--- src/rtl/hsip_pkg.sv ---
// ----------------------------------------------------------------------------
// hsip_pkg
// types and character codes shared by the hex string parser
// ----------------------------------------------------------------------------
package hsip_pkg;

  localparam int CHAR_W  = 8;
  localparam int VALUE_W = 32;
  localparam int DIGIT_W = 4;

  localparam logic [CHAR_W-1:0] CH_NUL   = 8'h00;
  localparam logic [CHAR_W-1:0] CH_TAB   = 8'h09;
  localparam logic [CHAR_W-1:0] CH_LF    = 8'h0A;
  localparam logic [CHAR_W-1:0] CH_SPACE = 8'h20;
  localparam logic [CHAR_W-1:0] CH_PLUS  = 8'h2B;
  localparam logic [CHAR_W-1:0] CH_MINUS = 8'h2D;

  // letter codes a-f / A-F carry their value minus nine in the low nibble
  localparam logic [DIGIT_W-1:0] LETTER_OFFSET = 4'd9;

  typedef struct packed {
    logic               is_nul;
    logic               is_ws;
    logic               is_sign;
    logic               is_minus;
    logic               is_digit;
    logic [DIGIT_W-1:0] digit;
  } class_t;

endpackage

--- src/rtl/hsip_classify.sv ---
// ----------------------------------------------------------------------------
// hsip_classify
// sorts one character into nul, whitespace, sign or hex digit
// ----------------------------------------------------------------------------
module hsip_classify
  import hsip_pkg::*;
(
  input  logic [CHAR_W-1:0] character,
  output class_t            cls
);

  logic is_dec;
  logic is_letter;

  always_comb begin
    is_dec    = character inside {[8'h30:8'h39]};
    is_letter = character inside {[8'h41:8'h46], [8'h61:8'h66]};

    cls.is_nul   = (character == CH_NUL);
    cls.is_ws    = (character == CH_SPACE) || (character == CH_TAB) || (character == CH_LF);
    cls.is_sign  = (character == CH_PLUS) || (character == CH_MINUS);
    cls.is_minus = (character == CH_MINUS);
    cls.is_digit = is_dec || is_letter;
    cls.digit    = is_letter ? (character[DIGIT_W-1:0] + LETTER_OFFSET)
                             : character[DIGIT_W-1:0];
  end

endmodule

--- src/rtl/hsip_update.sv ---
// ----------------------------------------------------------------------------
// hsip_update
// parser state, emit decision and signed result for one character
// ----------------------------------------------------------------------------
module hsip_update
  import hsip_pkg::*;
(
  input  logic               clk,
  input  logic               rst,
  input  logic               advance,
  input  class_t             cls,
  input  logic               last,
  output logic               fire,
  output logic [VALUE_W-1:0] result
);

  logic               started;
  logic               negative;
  logic [VALUE_W-1:0] accumulator;
  logic               emitted;

  logic               started_next;
  logic               negative_next;
  logic [VALUE_W-1:0] accumulator_next;

  always_comb begin
    started_next     = started;
    negative_next    = negative;
    accumulator_next = accumulator;
    fire             = 1'b0;
    if (!emitted) begin
      if (cls.is_nul) begin
        fire = 1'b1;
      end else if (cls.is_ws) begin
        fire = started;
      end else if (cls.is_sign) begin
        if (started) begin
          fire = 1'b1;
        end else begin
          started_next  = 1'b1;
          negative_next = cls.is_minus;
        end
      end else if (cls.is_digit) begin
        started_next     = 1'b1;
        accumulator_next = {accumulator[VALUE_W-DIGIT_W-1:0], cls.digit};
      end
      if (last) begin
        fire = 1'b1;
      end
    end
    result = negative_next ? ({VALUE_W{1'b0}} - accumulator_next) : accumulator_next;
  end

  always_ff @(posedge clk) begin
    if (rst) begin
      started     <= 1'b0;
      negative    <= 1'b0;
      accumulator <= '0;
      emitted     <= 1'b0;
    end else if (advance) begin
      if (last) begin
        started     <= 1'b0;
        negative    <= 1'b0;
        accumulator <= '0;
        emitted     <= 1'b0;
      end else begin
        started     <= started_next;
        negative    <= negative_next;
        accumulator <= accumulator_next;
        emitted     <= emitted | fire;
      end
    end
  end

endmodule

--- src/rtl/hex_string_to_integer_parser.sv ---
// ----------------------------------------------------------------------------
// hex_string_to_integer_parser: streaming signed 32-bit hex string parser
// path: the last char beat of a value passes the input register, then the value is held in the result register
// throughput: one char beat per cycle while char_stall is low; the update is one register-to-register pass
// reset: rst (sync, active high) clears parser state and both valid flags
// ----------------------------------------------------------------------------
module hex_string_to_integer_parser
  import hsip_pkg::*;
(
  input  logic                      clk,
  input  logic                      rst,
  // char channel
  input  logic                      char_valid,
  output logic                      char_stall,
  input  logic [CHAR_W-1:0]         character,
  input  logic                      end_of_string,
  // result channel
  output logic                      result_valid,
  input  logic                      result_stall,
  output logic signed [VALUE_W-1:0] value
);

  // input stage: one char beat waiting for the update pass
  logic              stage_valid;
  logic [CHAR_W-1:0] char_reg;
  logic              last_reg;

  class_t             cls;
  logic               fire;
  logic [VALUE_W-1:0] result;
  logic               can_go;
  logic               advance;

  hsip_classify u_classify (
    .character (char_reg),
    .cls       (cls)
  );

  hsip_update u_update (
    .clk     (clk),
    .rst     (rst),
    .advance (advance),
    .cls     (cls),
    .last    (last_reg),
    .fire    (fire),
    .result  (result)
  );

  // a beat that emits nothing always moves on; an emitting beat needs the
  // result register empty or draining this cycle
  assign can_go     = !fire || !result_valid || !result_stall;
  assign advance    = stage_valid && can_go;
  assign char_stall = stage_valid && !can_go;

  // input register
  always_ff @(posedge clk) begin
    if (rst) begin
      stage_valid <= 1'b0;
    end else if (char_valid && !char_stall) begin
      stage_valid <= 1'b1;
    end else if (advance) begin
      stage_valid <= 1'b0;
    end
  end

  always_ff @(posedge clk) begin
    if (char_valid && !char_stall) begin
      char_reg <= character;
      last_reg <= end_of_string;
    end
  end

  // result register: holds a finished value while the consumer stalls,
  // so the input side keeps taking beats that emit nothing
  always_ff @(posedge clk) begin
    if (rst) begin
      result_valid <= 1'b0;
    end else if (advance && fire) begin
      result_valid <= 1'b1;
    end else if (!result_stall) begin
      result_valid <= 1'b0;
    end
  end

  always_ff @(posedge clk) begin
    if (advance && fire) begin
      value <= $signed(result);
    end
  end

endmodule

--- config.mk ---
export PLATFORM = sky130hd
export DESIGN_NAME = hex_string_to_integer_parser
export DESIGN_NICKNAME = d
export VERILOG_FILES = /design/src/rtl/hsip_pkg.sv /design/src/rtl/hsip_classify.sv /design/src/rtl/hsip_update.sv /design/src/rtl/hex_string_to_integer_parser.sv
export SDC_FILE = /design/constraint.sdc
export NUM_CORES = 1
export LEC_CHECK = 0
export BUFFER_PORTS_ARGS = -buffer_cell sky130_fd_sc_hd__clkbuf_2
export CAP_MARGIN = 30
export CORE_MARGIN = 1
export CORE_UTILIZATION = 50
export CTS_CLUSTER_SIZE = 28
export DETAILED_ROUTE_END_ITERATION = 7
export PLACE_DENSITY = 0.66
export SLEW_MARGIN = 20
export SYNTH_ARGS = -nofsm -noshare
export SYNTH_HDL_FRONTEND = slang
export SYNTH_SLANG_ARGS = --single-unit
--- constraint.sdc ---
create_clock -name clk -period 7.9 [get_ports clk]
set_input_delay 1.58 -clock clk [delete_from_list [all_inputs] [get_ports clk]]
set_output_delay 1.58 -clock clk [all_outputs]
set_load 0.1 [all_outputs]
==> results.toml, run 1 <==
[yosys]
synthXorXnorAreaFrac_pct = 5.38
synthesis.area_mm2 = 0.00472
synthArstFlopShare_pct = 0
synthAdderAreaFrac_pct = 1.59
postSynthCellCount = 499
synth_cell_types = 64
ys_ff_latch = 78
synth_compound_area_share_pct = 18.7
yosysSeqAreaShare_pct = 41.8
syn_avg_cell_area_um2 = 9.45
synth_top_family_by_area = "compound AO/OA/AOI/OAI gates"
yosys_most_used_dff = "edfxtp_1"
synth_edf_count = 41
synth_mux_area_share_pct = 10.7
synthSimpleGateAreaFrac_pct = 17.1
synth_nets = 518
yosys_warnings = 0

[place]
dp.cells = 619
portBuffers = 46
place_congestion = 0.921
post-place-ws_ns = 3.54
hpwl_um = 8030

[floorplanning]
row_count = 35
dieArea_mm2 = 0.00983
initial_utilization_pct = 51.3
core-area_mm2 = 0.00920
die_h_um = 99.1
pin_count = 47
fp.dieW_um = 99.1

[clock_network]
cts_resized = 0
cts_tree = "done"
cts_setup_buffers = 0
holdBufCountCts = 0
cts-htree-levels = 3
cts.path.max_buffers = 2
cts.sinks = 78
numCtsBuffers = 9
ctsRootBufferMaster = "clkbuf_8"
clkLatencyLatePin_ns = 0.37
path_clk_slew_ns = 0.09

[sta]
tns_ns = 0
rsz0062_at_grt = "no"
slew_headroom_pct = 32.7
finalHoldViolations = 0
fin_crit_ns = 4.51
finalSetupViolCount = 0
clock_skew_ns = 0.0124
fmaxAchievable_mhz = 222
maxSlewViolCount = 0
setup_ws_ns = 3.39
post-route-period-util_pct = 57.1
worstMarginPinSlew_ns = 1.01

[worst_setup_path]
worstPathArrival_ns = 4.62
crit_path_end_kind = "flop"
cp_max_fo = 29
crit_type = "reg -> reg"
crit_path_start_kind = "flop"
critPathRequiredTime_ns = 8.01

[job]
drv_cap = 0

[power_and_ir_drop]
cellPowerDensity_mw_per_mm2 = 163
leakage_nw = 1.95
peakVddDrop_mv = 0.0656

[cells_and_area]
utilization_pct = 56.5
final_cells = 638
area_growth_pct = 10.1
layout.nets = 541
n_fill_cell = 834
diodes = 0
drive_above_1_share_pct = 19.0

[global_routing]
grt_pass1_wl_um = 19900
antenna_found_initial = 0
gr-usage-all-layers_pct = 25.9
first_global_vias = 3788
grt_overflow_total = 0
grt_max_degree = 42

[route]
ant_nets = 0
via_per_inst = 6.30
routedWlPerCell_um = 18.8
drtIter0Drc = 399
dr.pass1.iters = 5
num_vias = 4022
routed_wirelength_um = 12000
drc = 0

[worst_hold_path]
holdCritPathClass = "reg -> reg"

[outcome]
outcome = "finished, final reports clean"
## report_power, final
| part | internal [mW] | switching [mW] | leakage [nW] |
|---|---|---|---|
| clock | 0.148 | 0.158 | 0.0891 |
| sequential | 0.432 | 0.00758 | 0.686 |
| combinational | 0.0250 | 0.0739 | 1.18 |
## cells by family (layout without fill, tap and decap cells)
logic type      count (synthesis)  count (layout)
xor+xnor                       29              29
flops                          78              78
simple gates                  153             153
buf+inv                        49              77
fa+ha+maj                       6               6
mux                            49              49
compound gates                135             135
## metal layers
layer  vias to the layer above  wire length [um]  GRT usage, %
li1                       1910                 -             -
met1                      1939              5570          35.4
met2                       147              5480          41.7
met3                        26               659          4.01
met4                         0               269          9.50
met5                         -                 0             0
## synth_stat cells (7+ instances only)
| cell type | count | area [um2] |
|---|---|---|
| a21oi_1 | 45 | 225 |
| nand2b_1 | 7 | 43.8 |
| a31oi_1 | 10 | 62.6 |
| or3_1 | 9 | 56.3 |
| mux2_2 | 10 | 113 |
| inv_1 | 8 | 30.0 |
| buf_2 | 15 | 75.1 |
| o21ai_0 | 32 | 160 |
| edfxtp_1 | 41 | 1230 |
| nor2_1 | 26 | 97.6 |
| a41oi_1 | 7 | 61.3 |
| xnor2_1 | 28 | 245 |
| or4_1 | 8 | 60.1 |
| nand2_1 | 40 | 150 |
| nor3_1 | 26 | 130 |
| clkbuf_1 | 18 | 67.6 |
| mux2i_1 | 39 | 390 |
| nor4_1 | 11 | 68.8 |
| dfxtp_1 | 37 | 741 |
## worst paths after layout
| check | from | to | slack [ns] | depth (start not counted) |
|---|---|---|---|---|
| max | char_reg[0] | value[30] | 3.39 | 14 |
| min | u_update.accumulator[31] | u_update.accumulator[31] | 0.47 | 2 |
| max reg2reg | char_reg[0] | value[30] | 3.39 | 14 |
| min reg2reg | u_update.accumulator[31] | u_update.accumulator[31] | 0.47 | 2 |
## per-stage QoR
stage | power (mW) | hold WS (ns) | area, um2
2_1_floorplan | 0.527 | 0.432 | 4720
3_3_place_gp | 0.545 | 0.444 | 4940
3_5_place_dp | 0.546 | 0.461 | 4940
4_1_cts | 0.847 | 0.475 | 5140
5_1_grt | 0.874 | 0.501 | 5190
6_report | 0.845 | 0.470 | 5190
## cell type report
class / count / area (um2) / share of cell area, %
repair buffers: 53 / 310 / 5.98
clock buffers: 10 / 128 / 2.46
multi-input cells: 372 / 2540 / 49.0
clock inverters: 6 / 70.1 / 1.35
well taps: 111 / 139 / 2.67
flip-flops and latches: 78 / 1970 / 38.0
inverters: 8 / 30.0 / 0.578
## layout by cell type, fill, tap and decap left out, types with 10 or more instances in the layout
cell type	Yosys	layout
a21oi_1	45	45
a31oi_1	10	10
clkbuf_2	0	46
dfxtp_1	37	37
edfxtp_1	41	41
mux2_2	10	10
mux2i_1	39	39
nand2_1	40	40
nor2_1	26	26
nor3_1	26	25
nor4_1	11	11
o21ai_0	32	32
xnor2_1	28	28
## worst max-delay path: stages (launching register included)
cell and delay (ns):
edfxtp_1 0.49, inv_1 0.20, ha_1 0.24, or3b_2 0.51, o311ai_4 0.16, a21oi_2 0.09, buf_4 0.28, mux2i_1 0.30
ha_1 0.26, nand2b_1 0.09, nor3_1 0.18, mux2i_1 0.13, o2bb2ai_1 0.82, a41oi_1 0.28, xnor2_1 0.20
Power figures use the tool's default switching activity.
==> inputs of run 2 (changes only) <==
ABC_AREA = 1   (was unset)
clock period = 4.4 ns   (was 7.9 ns; I/O delays follow)
==> run 2 against run 1 <==
Non-clock buffer count is 3 lower; flip-flop and latch count stayed put; via count is 12% higher; first-iteration DRC count is 38% lower; synthesized area is 4.9% higher; utilization is 0.37 points higher; combinational power grew to 3.6 times the previous value; sequential power is 81% higher; routed wire length is 0.39% lower; clock power is 57% higher; sequential share of layout area is 1.1 points lower; critical path depth is 3 lower; critical path type is now reg -> out; critical endpoint is now char_stall; largest cell class unchanged; largest power group unchanged.
==> results.toml, run 2 <==
[sta]
finalHoldViolations = 0
fin_crit_ns = 3.52
setup_ws_ns = 0.879
maxSlewViolCount = 0
clock_skew_ns = 0.0103
rsz0062_at_grt = "no"
post-route-period-util_pct = 80.0
fmaxAchievable_mhz = 284
slew_headroom_pct = 48.0
finalSetupViolCount = 0
tns_ns = 0
worst_hold_slack_ns = 0.467
worstMarginPinSlew_ns = 0.781

[place]
hpwl_um = 8690
post-place-ws_ns = 1.15
postPlaceCellArea_mm2 = 0.00518
portBuffers = 46
place_congestion = 0.992

[global_routing]
grt_pass1_wl_um = 19900
antenna_found_initial = 0
grt_use_met1_pct = 33.9
use_met2_pct = 40.3
grt_max_degree = 47
grt_use_met3_pct = 3.93
gr-usage-all-layers_pct = 24.9
first_global_vias = 4216
top_usage_layer = "met2"
grt_overflow_total = 0

[cells_and_area]
multiInputGateArea_mm2 = 0.00246
final_common_cell = "nand2_1"
final_cell_mix = "nand2_1 (220), inv_1 (81), nor2_1 (69), nand3_1 (66), clkbuf_2 (46)"
drive_above_1_share_pct = 16.0
n_fill_cell = 932
stdcell_area_mm2 = 0.00535
area_growth_pct = 8.14
diodes = 0
ff_latch_area_mm2 = 0.00197
layout.nets = 753

[clock_network]
holdBufCountCts = 0
path_clk_slew_ns = 0.08
cts.sinks = 78
cts-htree-levels = 3
cts_tree = "done"
clkLatencyLatePin_ns = 0.36
numCtsBuffers = 9
cts_setup_buffers = 0
ctsRootBufferMaster = "clkbuf_8"
cts.path.max_buffers = 2
cts_resized = 0

[yosys]
synth_top_area_share_pct = 24.9
yosysTopAreaCell = "edfxtp_1"
synth_cell_types = 37
synth_most_common_cell = "nand2_1"
yosysSeqAreaShare_pct = 39.8
synth_edf_count = 41
yosys_most_used_dff = "edfxtp_1"
synthesis.area_mm2 = 0.00495
syn_avg_cell_area_um2 = 7.04
postSynthCellCount = 703
yosys_warnings = 0
ys_ff_latch = 78
synthArstFlopShare_pct = 0
synth_common_cells = "nand2_1 (220), inv_1 (81), nor2_1 (69)"
synth.area.top_cells = "edfxtp_1 (25%), nand2_1 (17%), dfxtp_1 (15%)"
synth_nets = 722

[route]
dr.pass1.iters = 5
num_vias = 4517
drc = 0
drtIter0Drc = 249
routed_wirelength_um = 11900
routedWlPerCell_um = 13.8
via_per_inst = 5.20
ant_nets = 0

[worst_setup_path]
crit_path_end_kind = "output pin"
crit_type = "reg -> out"
r2r_cells = 19
critPathRequiredTime_ns = 3.52
r2r_end = "value[18]"
reg2reg_from = "char_reg[1]"
cp_max_fo = 5
r2r_slack_ns = 1.13
crit_path_start_kind = "flop"
worstPathArrival_ns = 2.64

[outcome]
outcome = "finished, final reports clean"

[power_and_ir_drop]
cellPowerDensity_mw_per_mm2 = 305
power.total_mw = 1.63
leakage_nw = 2.58
peakVddDrop_mv = 0.130

[floorplanning]
fp.dieW_um = 101
die_h_um = 101
initial_utilization_pct = 52.6
pin_count = 47
row_count = 35
core-area_mm2 = 0.00942
dieArea_mm2 = 0.0103

[job]
drv_cap = 0

[worst_hold_path]
holdCritPathClass = "reg -> reg"
whs_endpoint = "u_update.accumulator[7]"
hp-start = "u_update.accumulator[7]"
worstHoldPathCells = 2
run 2: cell types whose count changed in the layout (fill, tap and decap cells not counted), sizes merged, moves of 9 or more:
| cell | delta |
|---|---|
| nand2 | +201 |
| inv | +77 |
| nand3 | +67 |
| nor2 | +54 |
| mux2i | -39 |
| nor3 | -26 |
| xnor2 | -21 |
| nand4 | +14 |
| nor4 | -12 |
| a31oi | -10 |
| mux2 | -10 |
| xor2 | +10 |
| or3 | -9 |
run 2: routing by layer:
layer	up-vias	wire length (um)
li1	2286	-
met1	2060	5550
met2	149	5480
met3	22	668
met4	0	239
met5	-	0
run 2: kinds of logic (layout without fill, tap and decap cells):
group	count (synthesis)	in the layout	share of synthesized area, %
AOI/OAI and AO/OA	69	69	7.84
xor gates and xnor gates	18	18	3.19
adders and majority gates	6	6	1.52
and+or+nand+nor	414	414	37.2
DFF	78	78	39.8
buffers and inverters	118	154	10.4
run 2: report_power, final:
part	switching, mW	internal (mW)	total (mW)
sequential	0.0112	0.784	0.795
clock	0.276	0.203	0.480
combinational	0.270	0.0889	0.359
total	0.558	1.08	1.63
run 2: area by class of cell:
type | count | share of cell area (%)
multi-input combinational | 507 | 46.0
sequential | 78 | 36.8
inverter | 88 | 6.20
timing repair buffer | 50 | 4.86
tap | 129 | 3.02
clock buffer | 10 | 2.38
clock inverter | 6 | 0.725
run 2: per-stage QoR:
stage / instances / util [%]
3_3_place_gp: 852 / 55.1
3_5_place_dp: 852 / 55.1
6_report: 868 / 56.8
2_1_floorplan: 703 / -
5_1_grt: 868 / 56.8
4_1_cts: 868 / 56.8
run 2: worst max path at each step:
| stage | from | slack (ns) | to | cells after the start |
|---|---|---|---|---|
| finish | char_reg[1] | 0.88 | char_stall | 11 |
| global route | char_reg[1] | 0.63 | char_stall | 11 |
| CTS | char_reg[1] | 0.86 | char_stall | 11 |
| global placement | char_reg[1] | 1.26 | value[18] | 19 |
| floorplan | char_reg[1] | 1.38 | char_stall | 10 |
| detailed placement | char_reg[1] | 1.15 | value[18] | 19 |
run 2: worst max-delay path, cell delays in order (launching register included):
cell and delay (ns):
edfxtp_1 0.47, inv_1 0.13, ha_1 0.22, nand4_1 0.17, o21ai_2 0.13, inv_1 0.06
a21oi_1 0.19, nor2_1 0.06, nor2_1 0.20, nand3_1 0.14, inv_1 0.07, clkbuf_2 0.44
